$ cat src/hw/rtl/ahrd_pkg.sv
// ----------------------------------------------------------------------------
// ahrd_pkg
// Shared types, codes and helpers for the ASCII hex response deframer.
// ----------------------------------------------------------------------------
package ahrd_pkg;

    localparam int unsigned BYTE_W  = 8;
    localparam int unsigned COUNT_W = 9;
    localparam int unsigned NIB_W   = 4;
    localparam int unsigned STAT_W  = 2;
    localparam int unsigned CFG_IDX_W = 2;

    typedef logic [BYTE_W-1:0]  t_byte;
    typedef logic [COUNT_W-1:0] t_count;
    typedef logic [NIB_W-1:0]   t_nibble;
    typedef logic [STAT_W-1:0]  t_status;
    typedef logic [CFG_IDX_W-1:0] t_cfg_idx;

    typedef enum logic [2:0] {
        PH_HUNT = 3'd0,
        PH_DATA = 3'd1,
        PH_ETX  = 3'd2,
        PH_CKHI = 3'd3,
        PH_CKLO = 3'd4
    } t_phase;

    localparam t_status ST_OK       = 2'd0;
    localparam t_status ST_MISMATCH = 2'd1;
    localparam t_status ST_NAK      = 2'd2;
    localparam t_status ST_BADCHAR  = 2'd3;

    localparam t_cfg_idx CFG_PAYLOAD_BYTES = 2'd0;
    localparam t_cfg_idx CFG_START_CODE    = 2'd1;
    localparam t_cfg_idx CFG_NAK_CODE      = 2'd2;

    localparam t_byte RST_PAYLOAD_BYTES = 8'd1;
    localparam t_byte RST_START_CODE    = 8'd2;
    localparam t_byte RST_NAK_CODE      = 8'd21;

    localparam t_byte CHAR_0 = 8'h30;
    localparam t_byte CHAR_9 = 8'h39;
    localparam t_byte CHAR_A = 8'h41;
    localparam t_byte CHAR_F = 8'h46;
    localparam t_byte HEX_A_OFFSET = CHAR_A - 8'd10;

    typedef struct packed {
        logic    bad;
        t_nibble value;
    } t_hex;

    function automatic t_hex hex_decode(input t_byte c);
        t_hex   h;
        t_byte  d;
        h.bad   = 1'b1;
        h.value = '0;
        if (c >= CHAR_0 && c <= CHAR_9) begin
            d       = c - CHAR_0;
            h.bad   = 1'b0;
            h.value = d[NIB_W-1:0];
        end else if (c >= CHAR_A && c <= CHAR_F) begin
            d       = c - HEX_A_OFFSET;
            h.bad   = 1'b0;
            h.value = d[NIB_W-1:0];
        end
        return h;
    endfunction

endpackage

$ cat src/hw/rtl/ascii_hex_response_deframer.sv
// ----------------------------------------------------------------------------
// ascii_hex_response_deframer
// Splits received characters into decoded data bytes and frame status.
//
// Received characters enter on the rx channel (valid/ready), one per
// transaction. Results leave on the res channel (valid/ready): a decoded data
// byte (result_kind 0) or a status (result_kind 1) with last set on the
// status that closes a frame. Most characters produce no result.
// The configuration port is a plain write port with no wait states; index 0
// is the payload byte count, 1 the start code and 2 the NAK code. Writes are
// to be made by the user while the block is idle; the block does not enforce it.
// A character is taken into an input register, decoded by one level of
// logic and any result is then loaded into the output register.
// One character is taken in every cycle as long as the output register
// is free or being emptied.
// When the receiver stalls, a waiting result holds the output register and
// the input register, and rx ready falls once both are full.
// Reset restores the register defaults and returns the block to hunting for
// a start code, with both registers empty.
// ----------------------------------------------------------------------------
module ascii_hex_response_deframer (
    input  logic             i_clk,
    input  logic             i_rst_n,
    input  logic             i_cfg_we,
    input  ahrd_pkg::t_cfg_idx i_cfg_index,
    input  ahrd_pkg::t_byte  i_cfg_data,
    input  logic             i_rx_valid,
    output logic             o_rx_ready,
    input  ahrd_pkg::t_byte  i_rx_byte,
    output logic             o_res_valid,
    input  logic             i_res_ready,
    output logic             o_result_kind,
    output ahrd_pkg::t_byte  o_data_byte,
    output ahrd_pkg::t_status o_status,
    output logic             o_last
);
    import ahrd_pkg::*;

    t_byte   r_payload_bytes;
    t_byte   r_start_code;
    t_byte   r_nak_code;

    logic    r_in_valid;
    t_byte   r_in_byte;

    t_phase  r_phase,  n_phase;
    t_count  r_count,  n_count;
    t_byte   r_sum,    n_sum;
    t_nibble r_high,   n_high;
    t_nibble r_check,  n_check;

    logic    r_out_valid;
    logic    r_kind,   n_kind;
    t_byte   r_data,   n_data;
    t_status r_status, n_status;
    logic    r_last,   n_last;
    logic    emit;

    logic    advance;
    t_hex    hex;
    t_count  chars;
    t_count  count_inc;

    assign advance   = r_in_valid && (!r_out_valid || i_res_ready);
    assign o_rx_ready = !r_in_valid || advance;
    assign hex       = hex_decode(r_in_byte);
    assign chars     = {r_payload_bytes, 1'b0};
    assign count_inc = r_count + t_count'(1);

    always_ff @(posedge i_clk) begin
        if (!i_rst_n) begin
            r_payload_bytes <= RST_PAYLOAD_BYTES;
            r_start_code    <= RST_START_CODE;
            r_nak_code      <= RST_NAK_CODE;
        end else if (i_cfg_we) begin
            case (i_cfg_index)
                CFG_PAYLOAD_BYTES: r_payload_bytes <= i_cfg_data;
                CFG_START_CODE:    r_start_code    <= i_cfg_data;
                CFG_NAK_CODE:      r_nak_code      <= i_cfg_data;
                default: ;
            endcase
        end
    end

    always_ff @(posedge i_clk) begin
        if (!i_rst_n) begin
            r_in_valid <= 1'b0;
        end else if (o_rx_ready) begin
            r_in_valid <= i_rx_valid;
        end
    end

    always_ff @(posedge i_clk) begin
        if (o_rx_ready && i_rx_valid) begin
            r_in_byte <= i_rx_byte;
        end
    end

    always_comb begin
        n_phase = r_phase;
        case (r_phase)
            PH_DATA: begin
                if (hex.bad) begin
                    n_phase = PH_HUNT;
                end else if (count_inc >= chars) begin
                    n_phase = PH_ETX;
                end
            end
            PH_ETX:  n_phase = PH_CKHI;
            PH_CKHI: n_phase = hex.bad ? PH_HUNT : PH_CKLO;
            PH_CKLO: n_phase = PH_HUNT;
            default: begin
                n_phase = PH_HUNT;
                if (r_in_byte == r_start_code) begin
                    n_phase = (chars == '0) ? PH_ETX : PH_DATA;
                end
            end
        endcase
    end

    always_comb begin
        n_count  = r_count;
        n_sum    = r_sum;
        n_high   = r_high;
        n_check  = r_check;
        emit     = 1'b0;
        n_kind   = 1'b0;
        n_data   = '0;
        n_status = ST_OK;
        n_last   = 1'b0;
        case (r_phase)
            PH_DATA: begin
                if (hex.bad) begin
                    emit     = 1'b1;
                    n_kind   = 1'b1;
                    n_status = ST_BADCHAR;
                    n_last   = 1'b1;
                end else begin
                    n_sum   = r_sum + r_in_byte;
                    n_count = count_inc;
                    if (count_inc[0]) begin
                        n_high = hex.value;
                    end else begin
                        emit   = 1'b1;
                        n_data = {r_high, hex.value};
                    end
                end
            end
            PH_ETX: begin
                n_sum = r_sum + r_in_byte;
            end
            PH_CKHI: begin
                if (hex.bad) begin
                    emit     = 1'b1;
                    n_kind   = 1'b1;
                    n_status = ST_BADCHAR;
                    n_last   = 1'b1;
                end else begin
                    n_check = hex.value;
                end
            end
            PH_CKLO: begin
                emit   = 1'b1;
                n_kind = 1'b1;
                n_last = 1'b1;
                if (hex.bad) begin
                    n_status = ST_BADCHAR;
                end else if ({r_check, hex.value} == r_sum) begin
                    n_status = ST_OK;
                end else begin
                    n_status = ST_MISMATCH;
                end
            end
            default: begin
                if (r_in_byte == r_start_code) begin
                    n_count = '0;
                    n_sum   = '0;
                    n_high  = '0;
                    n_check = '0;
                end else if (r_in_byte == r_nak_code) begin
                    emit     = 1'b1;
                    n_kind   = 1'b1;
                    n_status = ST_NAK;
                end
            end
        endcase
    end

    always_ff @(posedge i_clk) begin
        if (!i_rst_n) begin
            r_phase <= PH_HUNT;
            r_count <= '0;
            r_sum   <= '0;
            r_high  <= '0;
            r_check <= '0;
        end else if (advance) begin
            r_phase <= n_phase;
            r_count <= n_count;
            r_sum   <= n_sum;
            r_high  <= n_high;
            r_check <= n_check;
        end
    end

    always_ff @(posedge i_clk) begin
        if (!i_rst_n) begin
            r_out_valid <= 1'b0;
        end else if (advance && emit) begin
            r_out_valid <= 1'b1;
        end else if (i_res_ready) begin
            r_out_valid <= 1'b0;
        end
    end

    always_ff @(posedge i_clk) begin
        if (advance && emit) begin
            r_kind   <= n_kind;
            r_data   <= n_data;
            r_status <= n_status;
            r_last   <= n_last;
        end
    end

    assign o_res_valid   = r_out_valid;
    assign o_result_kind = r_kind;
    assign o_data_byte   = r_data;
    assign o_status      = r_status;
    assign o_last        = r_last;

    a_data_plain: assert property (@(posedge i_clk) disable iff (!i_rst_n)
        r_out_valid && !r_kind |-> r_status == ST_OK && !r_last)
        else $error("data result carries status or last");

    a_nak_open: assert property (@(posedge i_clk) disable iff (!i_rst_n)
        r_out_valid && r_status == ST_NAK |-> r_kind && !r_last)
        else $error("NAK status marked as frame end");

    a_end_hunts: assert property (@(posedge i_clk) disable iff (!i_rst_n)
        advance && emit && n_last |=> r_phase == PH_HUNT)
        else $error("frame closed without returning to hunting");

    a_no_overrun: assert property (@(posedge i_clk) disable iff (!i_rst_n)
        r_out_valid && !i_res_ready |=> r_out_valid)
        else $error("stalled result dropped");

endmodule
$ cat config.mk
export PLATFORM = sky130hd
export DESIGN_NAME = ascii_hex_response_deframer
export DESIGN_NICKNAME = d
export VERILOG_FILES = /design/src/hw/rtl/ahrd_pkg.sv /design/src/hw/rtl/ascii_hex_response_deframer.sv
export SDC_FILE = /design/constraint.sdc
export NUM_CORES = 1
export LEC_CHECK = 0
export BUFFER_PORTS_ARGS = -buffer_cell sky130_fd_sc_hd__buf_2
export CELL_PAD_IN_SITES_DETAIL_PLACEMENT = 1
export CELL_PAD_IN_SITES_GLOBAL_PLACEMENT = 1
export CORE_UTILIZATION = 40
export DETAILED_ROUTE_END_ITERATION = 7
export PLACE_DENSITY_LB_ADDON = 0.3
export SYNTH_ARGS = -nofsm -noshare
export SYNTH_HDL_FRONTEND = slang
export SYNTH_SLANG_ARGS = --single-unit
$ cat constraint.sdc
create_clock -name i_clk -period 5.08 [get_ports i_clk]
set_input_delay 1.27 -clock i_clk [delete_from_list [all_inputs] [get_ports i_clk]]
set_output_delay 1.27 -clock i_clk [all_outputs]
set_load 0.05 [all_outputs]
# Word level (Yosys, flattened, before mapping)
# Index checks and enable logic that the tools add are counted.
# totals
regBits,74
inputBits,23
elab_cells,105
# op_classes
n_addsub,4
n_lt_le_gt_ge,5
eq_ne,13
n_mux,36
n_bitwise,4
reduce_logical,28
# op_table
operator,n
8-bit == test,3
8-bit case mux with 3 select lines,1
9-bit 2-to-1 mux,2
9-bit case mux with 2 select lines,1
4-bit 2-to-1 mux,4
8-bit 2-to-1 mux,2
4-bit case mux with 2 select lines,2
2-bit 2-to-1 mux,6
3-bit case mux with 4 select lines,1
4-bit AND reduction,3
5-bit 2-to-1 mux,2
"9-bit by 1-bit adder with 9-bit output, second input constant",1
9-bit >= comparator,1
9-bit zero test,1
3-bit 2-to-1 mux,3
3-bit OR reduction,3
8-bit adder,1
"8-bit by 6-bit >= comparator with 1-bit output, second input constant",1
"8-bit by 7-bit >= comparator with 1-bit output, second input constant",1
"8-bit by 6-bit less-or-equal comparator with 1-bit output, second input constant",1
"8-bit by 7-bit less-or-equal comparator with 1-bit output, second input constant",1
1-bit 2-to-1 mux,8
2-bit AND reduction,4
"3-bit by 2-bit == test with 1-bit output, second input constant",2
other kinds (21),35

# Longest topological paths before layout
# Gate-level depths: netlist of run 1.
# logic_depth
word_depth,8
depth_mapped,12
mapped_depth_nobuf,12

# Worst setup path after synthesis of run 1
# Ideal clock, no wire load.
# synth_timing
path_type,in2out
startpoint,input i_res_ready
endpoint,output o_rx_ready
arrival_ns,1.736
t_required_ns,3.810
setup_slack_ns,2.074
cell_stages,2
path_cell_list,nor2b_1 -> nand2_1
# synth_via
elab_chain_cells,3
# synth_rtl
item,line_no,source
"start, declared",ascii_hex_response_deframer.sv:31,"input logic i_res_ready,"
1-bit logical OR,ascii_hex_response_deframer.sv:64,assign advance = r_in_valid && (!r_out_valid || i_res_ready);
1-bit logical AND,ascii_hex_response_deframer.sv:64,
1-bit logical OR,ascii_hex_response_deframer.sv:65,assign o_rx_ready = !r_in_valid || advance;
"end, declared",ascii_hex_response_deframer.sv:28,"output logic o_rx_ready,"
# No other way between the ends.

# Worst setup path in the final report of run 1
# layout_timing
startpoint,register r_in_byte[1]
endpoint,register r_data[5] (netlist: o_data_byte[5]) (enable)
# layout_via
elab_chain_cells,7
elab_cells_between_ends,16
classes_between,4 x order compare; 2 x eq/ne; 7 x mux; 3 x reduce/logical
# layout_rtl
item,line_no,source
"start, declared",ascii_hex_response_deframer.sv:44,t_byte r_in_byte;
"start signal, assigned",ascii_hex_response_deframer.sv:95,r_in_byte <= i_rx_byte;
8-bit by 7-bit >= comparator with 1-bit output or 8-bit by 7-bit less-or-equal comparator with 1-bit output (tied branches),ahrd_pkg.sv:60,end else if (c >= CHAR_A && c <= CHAR_F) begin
1-bit logical AND,ahrd_pkg.sv:60,
5-bit 2-to-1 mux,ahrd_pkg.sv:60,
5-bit 2-to-1 mux,ahrd_pkg.sv:56,if (c >= CHAR_0 && c <= CHAR_9) begin
1-bit 2-to-1 mux (on tied branches),"ascii_hex_response_deframer.sv:153, ascii_hex_response_deframer.sv:133",
1-bit case mux with 4 select lines *,ascii_hex_response_deframer.sv:131,case (r_phase)
1-bit logical AND *,ascii_hex_response_deframer.sv:216,if (advance && emit) begin
"end signal, assigned",ascii_hex_response_deframer.sv:218,r_data <= n_data;
"end, declared",ascii_hex_response_deframer.sv:54,"t_byte r_data, n_data;"
# Every way passes the cells marked *; elsewhere a longest branch is shown, timed or not.
# A chain may end at the register's enable or synchronous reset.

==> results of run 1 <==
-- state kept, by name, summed over array words and instances, names as in the netlist, 2 cells and up --
name             count
r_nak_code           8
r_sum                8
r_in_byte            8
o_data_byte          8
r_high               4
r_start_code         8
r_phase              3
r_count              9
r_payload_bytes      8
o_status             2
r_check              4
-- metrics by stage --
| stage | cell area, um^2 | worst slack [ps] | power, mW | util [%] |
|---|---|---|---|---|
| floorplan | 4048 | 2074 | 0.7227 | - |
| global placement | 4309 | 1875 | 0.7521 | 44.09 |
| detailed placement | 4309 | 1648 | 0.7576 | 44.09 |
| CTS | 4526 | 1633 | 1.272 | 46.30 |
| global route | 4526 | 1371 | 1.311 | 46.30 |
| finish | 4526 | 1681 | 1.259 | 46.30 |
-- path summary, 6_finish.rpt --
kind	endpoint	slack, ps	cells after the start
setup / recovery	o_data_byte[5]	1680	8
hold / removal	r_high[1]	460	2
setup reg to reg	o_data_byte[5]	1680	8
hold reg to reg	r_high[1]	460	2
-- critical path: cells and delay by family (launching register included) --
kind / cells / cell delay, ps
adders and majority gates: 1 / 230
DFF: 1 / 600
buffers and inverters: 1 / 140
AOI/OAI and AO/OA: 3 / 1310
and+or+nand+nor: 3 / 740
-- layer usage --
metal	vias up	routed length, um	global-route usage (%)
met4	0	122	7.692
met1	1543	4729	25.24
met3	11	322	4.542
li1	1598	-	-
met5	-	0	0
met2	53	4963	36.31
-- kinds of logic (layout without fill, tap and decap cells) --
kind of cell    after synthesis  after routing  share of synthesized area, %
simple gates                159            159                         19.41
flops                        74             74                         41.55
buf+inv                      38             73                         4.142
compound gates               85             85                         14.16
fa+ha+maj                    21             21                         6.646
xor+xnor                     38             38                         9.150
mux                          20             20                         4.946
-- cells in the final DEF (no fill, tap or decap), types with 3 or more instances in the layout --
cell type   n
a21oi_1    26
a22o_1      3
a22oi_1     8
a31oi_1     3
and2_1      8
and3_1      7
buf_2      36
clkbuf_8    9
dfxtp_1    54
edfxtp_1   20
ha_1       19
inv_1      20
mux2i_1    20
nand2_1    26
nand2b_1    4
nand3_1    10
nand3b_1    3
nand4_1     8
nor2_1     56
nor2b_1     6
nor3_1     14
nor3b_1     4
nor4_1      6
o211ai_1    8
o21ai_0    10
o21bai_1    3
o31ai_1     5
xnor2_1    24
xnor2_2     5
xor2_1      9
-- final cells by class --
class                      count  area share (%)
inverter                      20           1.659
multi-input combinational    323           48.58
timing repair buffer          37           4.147
clock inverter                 7           2.046
sequential                    74           37.16
tap                          133           3.677
clock buffer                   9           2.737
-- report_power, final --
group / internal [mW] / switching (mW) / leakage [nW] / total [mW]
clock: 0.275 / 0.240 / 0.103 / 0.515
combinational: 0.0453 / 0.0637 / 1.12 / 0.109
sequential: 0.616 / 0.0180 / 0.643 / 0.634
==> results.json, run 1 <==
{
  "fp.dieW_um": 102.6,
  "top_level_ports": 37,
  "fp.dieH_um": 102.6,
  "clock_sink_count": 74,
  "cts_htree_levels": 3,
  "synth_top_area_share_pct": 26.71,
  "number_of_placed_cells_counting_well_taps": 587,
  "floorplan.die_area_um2": 10530,
  "worst_r2r_startpoint": "r_in_byte[1]",
  "cts_stage_hold_buffer_count": 0,
  "slew-limit-headroom_pct": 25.77,
  "regArea_um2": 1682,
  "list_of_cells_traversed_by_the_critical_path": "inv_1 -> ha_1 -> nand2b_1 -> o2111a_1 -> nor2_2 -> a21oi_1 -> and2_1 -> a21oi_1",
  "cp_slowest_cell": "a21oi_1",
  "via_count": 3205,
  "number_of_port_buffers": 36,
  "number_of_enable_flip_flop_cells_after_synthesis": 20,
  "multi_input_area_um2": 2198,
  "postSynth.asyncResetShare_pct": 0,
  "maxSlewViolCount": 0,
  "cell_with_the_most_instances_after_synthesis": "nor2_1",
  "synth_flop_cell": "dfxtp_1",
  "cts-root-buf": "clkbuf_8",
  "required_ps": 5070,
  "yosysSeqAreaShare_pct": 41.55,
  "number_of_antenna_violations_at_the_first_check_in_global_routing": 0,
  "post_route_cells_drive_above_1_share_pct": 13.62,
  "post-dp-hpwl_um": 7801,
  "postRouteAntennaNets": 0,
  "final_nets": 508,
  "critical_path.max_stage_delay_ps": 860,
  "core_region_area_um2": 9774,
  "drcViolationCount": 0,
  "mappedNetlistArea_um2": 4048,
  "power_density_nw_per_um2": 278.1,
  "critPathArrivalTime_ps": 3390,
  "worstMarginPinSlew_ps": 1112,
  "synthesis.area_per_instance_um2": 9.305,
  "rsz0062_at_grt": "false",
  "area_delta_synth_final_pct": 11.81,
  "diodes": 0,
  "final_min_period_over_clock_period_pct": 66.91,
  "cts-resized-gates": 0,
  "crit_path_end_kind": "flip-flop",
  "postSynthRegisterBits": 74,
  "timing.hold.worst.class": "reg2reg",
  "finalSetupViolations": 0,
  "synthCells": 435,
  "finalWorstPathRequiredPeriod_ps": 3399,
  "hold_viol_final": 0,
  "synth_fp_nets": 478,
  "run_status": "finished, final reports clean",
  "synth_commonest_cells": "nor2_1 (56), dfxtp_1 (54), a21oi_1 (26), nand2_1 (26), xnor2_1 (24)",
  "initialDrtViolationCount": 79,
  "worst_setup_path_startpoint": "r_in_byte[1]",
  "power.static_leakage_nw": 1.869,
  "clkTransAtPathRegs_ps": 80,
  "worst_hold_startpoint": "r_high[1]",
  "max_cap_viol_count": 0,
  "worst_clock_skew_ps": 6.665,
  "path_common_cell": "a21oi_1",
  "avgRoutedWirePerCell_um": 16.81,
  "numCtsBuffers": 9,
  "instances_no_fill": 603,
  "ir_drop_mv": 0.1571,
  "setup_total_negative_slack_ps": 0,
  "fill_cells": 1175,
  "final_hold_slack_ps": 460.3,
  "initial_core_util_pct": 41.41,
  "ctsLongestPathBuffers": 2,
  "achievable-frequency_mhz": 294.2,
  "yosys_warnings": 0,
  "crit_path_launch_type": "flip-flop",
  "crit_path_max_fanout": 12,
  "wl_um": 10140,
  "grt_max_degree": 34,
  "drtPass1Iterations": 4,
  "worst_skew_pair.late_latency_ps": 370,
  "detail_route.vias_per_cell": 5.315,
  "synthDominantAreaCellType": "dfxtp_1",
  "netlist-cell-type-count": 57,
  "tritoncts": "yes",
  "core.rowCount": 36,
  "cts_post_setup_buffers_inserted": 0,
  "global_route_wire_length_before_repair_um": 16360,
  "gr-usage-all-layers_pct": 20.88,
  "grt_overflow_total": 0,
  "cell_types_with_the_largest_area_share_after_synthesis": "dfxtp_1 (27%), edfxtp_1 (15%), ha_1 (5.9%), nor2_1 (5.2%), xnor2_1 (5.2%)",
  "setup.worst_path.class": "reg2reg",
  "first_global_vias": 3344,
  "place.gp.congestion": 0.7960
}
Power figures use the tool's default switching activity.
==> run 2, diff against run 1 <==
--- a/config.mk
+++ b/config.mk
@@ -5,6 +5,7 @@
 export SDC_FILE = /design/constraint.sdc
 export NUM_CORES = 1
 export LEC_CHECK = 0
+export ABC_AREA = 1
 export BUFFER_PORTS_ARGS = -buffer_cell sky130_fd_sc_hd__buf_2
 export CELL_PAD_IN_SITES_DETAIL_PLACEMENT = 1
 export CELL_PAD_IN_SITES_GLOBAL_PLACEMENT = 1
==> constraint.sdc (replaced) <==
create_clock -name i_clk -period 3.3 [get_ports i_clk]
set_input_delay 0.825 -clock i_clk [delete_from_list [all_inputs] [get_ports i_clk]]
set_output_delay 0.825 -clock i_clk [all_outputs]
set_load 0.05 [all_outputs]
==> run 2 against run 1 <==
Effect of this change:
- wire length is 8.9% higher
- count of clock-buffer cells in the layout is 1 higher
- sequential share of layout area is 1.5 points lower
- register-to-register slack worse by 1000 ps
- hold slack better by 15 ps
- via count is 19% higher
- final cell count is 25% higher
- synthesized cell count is 32% higher
- fmax is 29% higher
==> results.json, run 2 <==
{
  "timing.hold.worst.class": "reg2reg",
  "synthesis.area_per_instance_um2": 7.329,
  "tritoncts": "yes",
  "cts_post_setup_buffers_inserted": 0,
  "cp_slowest_cell": "dfxtp_1",
  "finish.instance_area_um2": 4718,
  "setup_total_negative_slack_ps": 0,
  "synthDominantAreaCellType": "dfxtp_1",
  "yosysSeqAreaShare_pct": 39.83,
  "clock_sink_count": 74,
  "path_common_cell": "nand2_1",
  "synthCells": 576,
  "worst_clock_skew_ps": 5.615,
  "switching_share_pct": 29.73,
  "number_of_antenna_violations_at_the_first_check_in_global_routing": 0,
  "worstMarginPinSlew_ps": 717.3,
  "critPathArrivalTime_ps": 2910,
  "fp.dieW_um": 104.7,
  "cts-root-buf": "clkbuf_8",
  "number_of_enable_flip_flop_cells_after_synthesis": 20,
  "wl_um": 11050,
  "setup.worst_path.class": "reg2reg",
  "post_route_cells_drive_above_1_share_pct": 14.22,
  "maxSlewViolCount": 0,
  "net_switching_power_of_the_design_mw": 0.5794,
  "postSynth.asyncResetShare_pct": 0,
  "power.share.combinational_pct": 12.7,
  "layout.core_utilization_pct": 45.91,
  "largest_register": "r_count",
  "reg2reg_depth": 18,
  "finalPower_mw": 1.949,
  "critical_path.max_stage_delay_ps": 470,
  "initialDrtViolationCount": 91,
  "place.gp.congestion": 0.8383,
  "setup.reg_to_reg.worst_slack_ps": 670,
  "slew-limit-headroom_pct": 52.13,
  "grt_max_degree": 33,
  "crit_buf_inv": 1,
  "fill_cells": 1354,
  "area_delta_synth_final_pct": 11.77,
  "final_hold_slack_ps": 475.3,
  "critical_path.top_delay_family": "simple AND/OR/NAND/NOR gates",
  "largest_reg_flops": 9,
  "placed_area_um2": 4524,
  "postSynthRegisterBits": 74,
  "synth_top_area_share_pct": 25.61,
  "seq_power_share_pct": 50.8,
  "whs_endpoint": "r_count[3]",
  "ctsLongestPathBuffers": 2,
  "detail_route.vias_per_cell": 5.048,
  "first_global_vias": 3935,
  "smallest_setup_slack_after_layout_ps": 666.1,
  "via_count": 3811,
  "crit_path_end_kind": "flip-flop",
  "cts_stage_hold_buffer_count": 0,
  "gr-usage-all-layers_pct": 21.80,
  "layout_commonest_cell": "nand2_1",
  "worst_r2r_startpoint": "r_count[0]",
  "final_nets": 657,
  "synth_commonest_cells": "nand2_1 (159), inv_1 (74), dfxtp_1 (54), a21oi_1 (50), nor2_1 (47)",
  "numCtsBuffers": 9,
  "global_route_wire_length_before_repair_um": 18840,
  "netlist-cell-type-count": 35,
  "yosys_warnings": 0,
  "drcViolationCount": 0,
  "drtPass1Iterations": 4,
  "cts-resized-gates": 0,
  "finalWorstPathRequiredPeriod_ps": 2634,
  "crit_path_max_fanout": 6,
  "number_of_placed_cells_counting_well_taps": 739,
  "grt_overflow_total": 0,
  "hold_viol_final": 0,
  "run_status": "finished, final reports clean",
  "synth_flop_cell": "dfxtp_1",
  "power_report.internal_total_mw": 1.369,
  "finalSetupViolations": 0,
  "avgRoutedWirePerCell_um": 14.63,
  "core_region_area_um2": 10280,
  "instances_no_fill": 755,
  "diodes": 0,
  "fp.dieH_um": 104.7,
  "place_ws_ps": 659.5,
  "crit_path_launch_type": "flip-flop",
  "post-dp-hpwl_um": 8748,
  "achievable-frequency_mhz": 379.7,
  "floorplan.die_area_um2": 10970,
  "rsz0062_at_grt": "false",
  "synth_fp_nets": 619,
  "mappedNetlistArea_um2": 4222,
  "worst_r2r_endpoint": "r_phase[2]",
  "worst_hold_path.num_cells": 2,
  "core.rowCount": 37,
  "list_of_cells_traversed_by_the_critical_path": "ha_1 -> nand2_1 -> nor2_1 -> nand2_1 -> o21ai_0 -> nand2_1 -> inv_1 -> ha_1 -> nand2_1 -> nand2_1 -> nand3_1 -> nand2_1 -> a21oi_1 -> nand4_1 -> nand2_1 -> nand2_1 -> nand2_1 -> nor2_1",
  "cell_with_the_most_instances_after_synthesis": "nand2_1",
  "clkTransAtPathRegs_ps": 90,
  "ir_drop_mv": 0.1724,
  "clock_power_share_pct": 36.5,
  "postRouteAntennaNets": 0,
  "most-common-layout-cells": "nand2_1 (159), inv_1 (74), dfxtp_1 (54)",
  "cell_types_with_the_largest_area_share_after_synthesis": "dfxtp_1 (26%), edfxtp_1 (14%), nand2_1 (14%), inv_1 (6.6%), a21oi_1 (5.9%)",
  "power.static_leakage_nw": 2.238,
  "worst_skew_pair.late_latency_ps": 370,
  "max_cap_viol_count": 0,
  "cts_htree_levels": 3,
  "initial_core_util_pct": 41.08,
  "final_min_period_over_clock_period_pct": 79.81,
  "number_of_port_buffers": 36,
  "worst_hold_startpoint": "r_count[3]",
  "power_density_nw_per_um2": 413.0,
  "top_level_ports": 37,
  "required_ps": 3570
}
[run 2: cell count changes after synthesis, sizes merged, moves of 8 or more]
cell | before | now
nand4 | 9 | 20
a22oi | 8 | 0
inv | 20 | 82
and2 | 8 | 0
nand2 | 26 | 170
a21oi | 26 | 50
xnor2 | 29 | 11
mux2i | 20 | 0
nand3 | 10 | 38
o21ai | 11 | 24
nor3 | 15 | 3
[run 2: worst max path at each step]
| stage | startpoint | endpoint | cells past startpoint |
|---|---|---|---|
| detailed placement | r_count[0] | r_phase[1] | 18 |
| CTS | r_count[0] | r_phase[2] | 18 |
| global placement | r_count[0] | r_phase[1] | 18 |
| finish | r_count[0] | r_phase[2] | 18 |
| floorplan | r_count[0] | r_phase[2] | 15 |
| global route | r_count[0] | r_phase[1] | 18 |
[run 2: layer usage]
metal  GRT usage (%)  share of wire [%]  vias up
li1                -                  -     1941
met1           26.89                 48     1808
met2           38.22                 48       49
met3           2.994                2.3       13
met4           8.753                1.8        0
met5               0                  0        -
[run 2: worst register-to-register path, cell delays in order, from the launching register on]
cell and delay (ps):
dfxtp_1 470, ha_1 230, nand2_1 60, nor2_1 220, nand2_1 110, o21ai_0 180, nand2_1 70, inv_1 90
ha_1 260, nand2_1 80, nand2_1 50, nand3_1 70, nand2_1 50, a21oi_1 130, nand4_1 100, nand2_1 180
nand2_1 70, nand2_1 60, nor2_1 50
[run 2: final cells by class]
class / instances / area (um^2) / share of cell area, %
clock buffer: 10 / 148.9 / 3.156
timing repair buffer: 37 / 187.7 / 3.978
inverter: 82 / 310.3 / 6.577
tap: 136 / 170.2 / 3.606
clock inverter: 6 / 45.04 / 0.9547
multi-input combinational: 410 / 2175 / 46.09
sequential: 74 / 1682 / 35.64
[run 2: cell families (layout without fill, tap and decap cells)]
family	Yosys count	count (layout)	share of synthesized area, %
DFF	74	74	39.83
adders and majority gates	20	20	6.106
buffers and inverters	92	135	8.655
AOI/OAI and AO/OA	84	84	10.73
xor gates and xnor gates	16	16	3.319
and+or+nand+nor	290	290	31.36
[run 2: power by group through the flow]
stage               Combinational [mW]  Sequential [mW]  Clock, mW
floorplan                        0.174             1.01          0
global placement                 0.236             1.01          0
detailed placement               0.246             1.01          0
CTS                              0.248            0.991      0.735
global route                     0.281            0.995      0.764
finish                           0.247            0.991      0.711
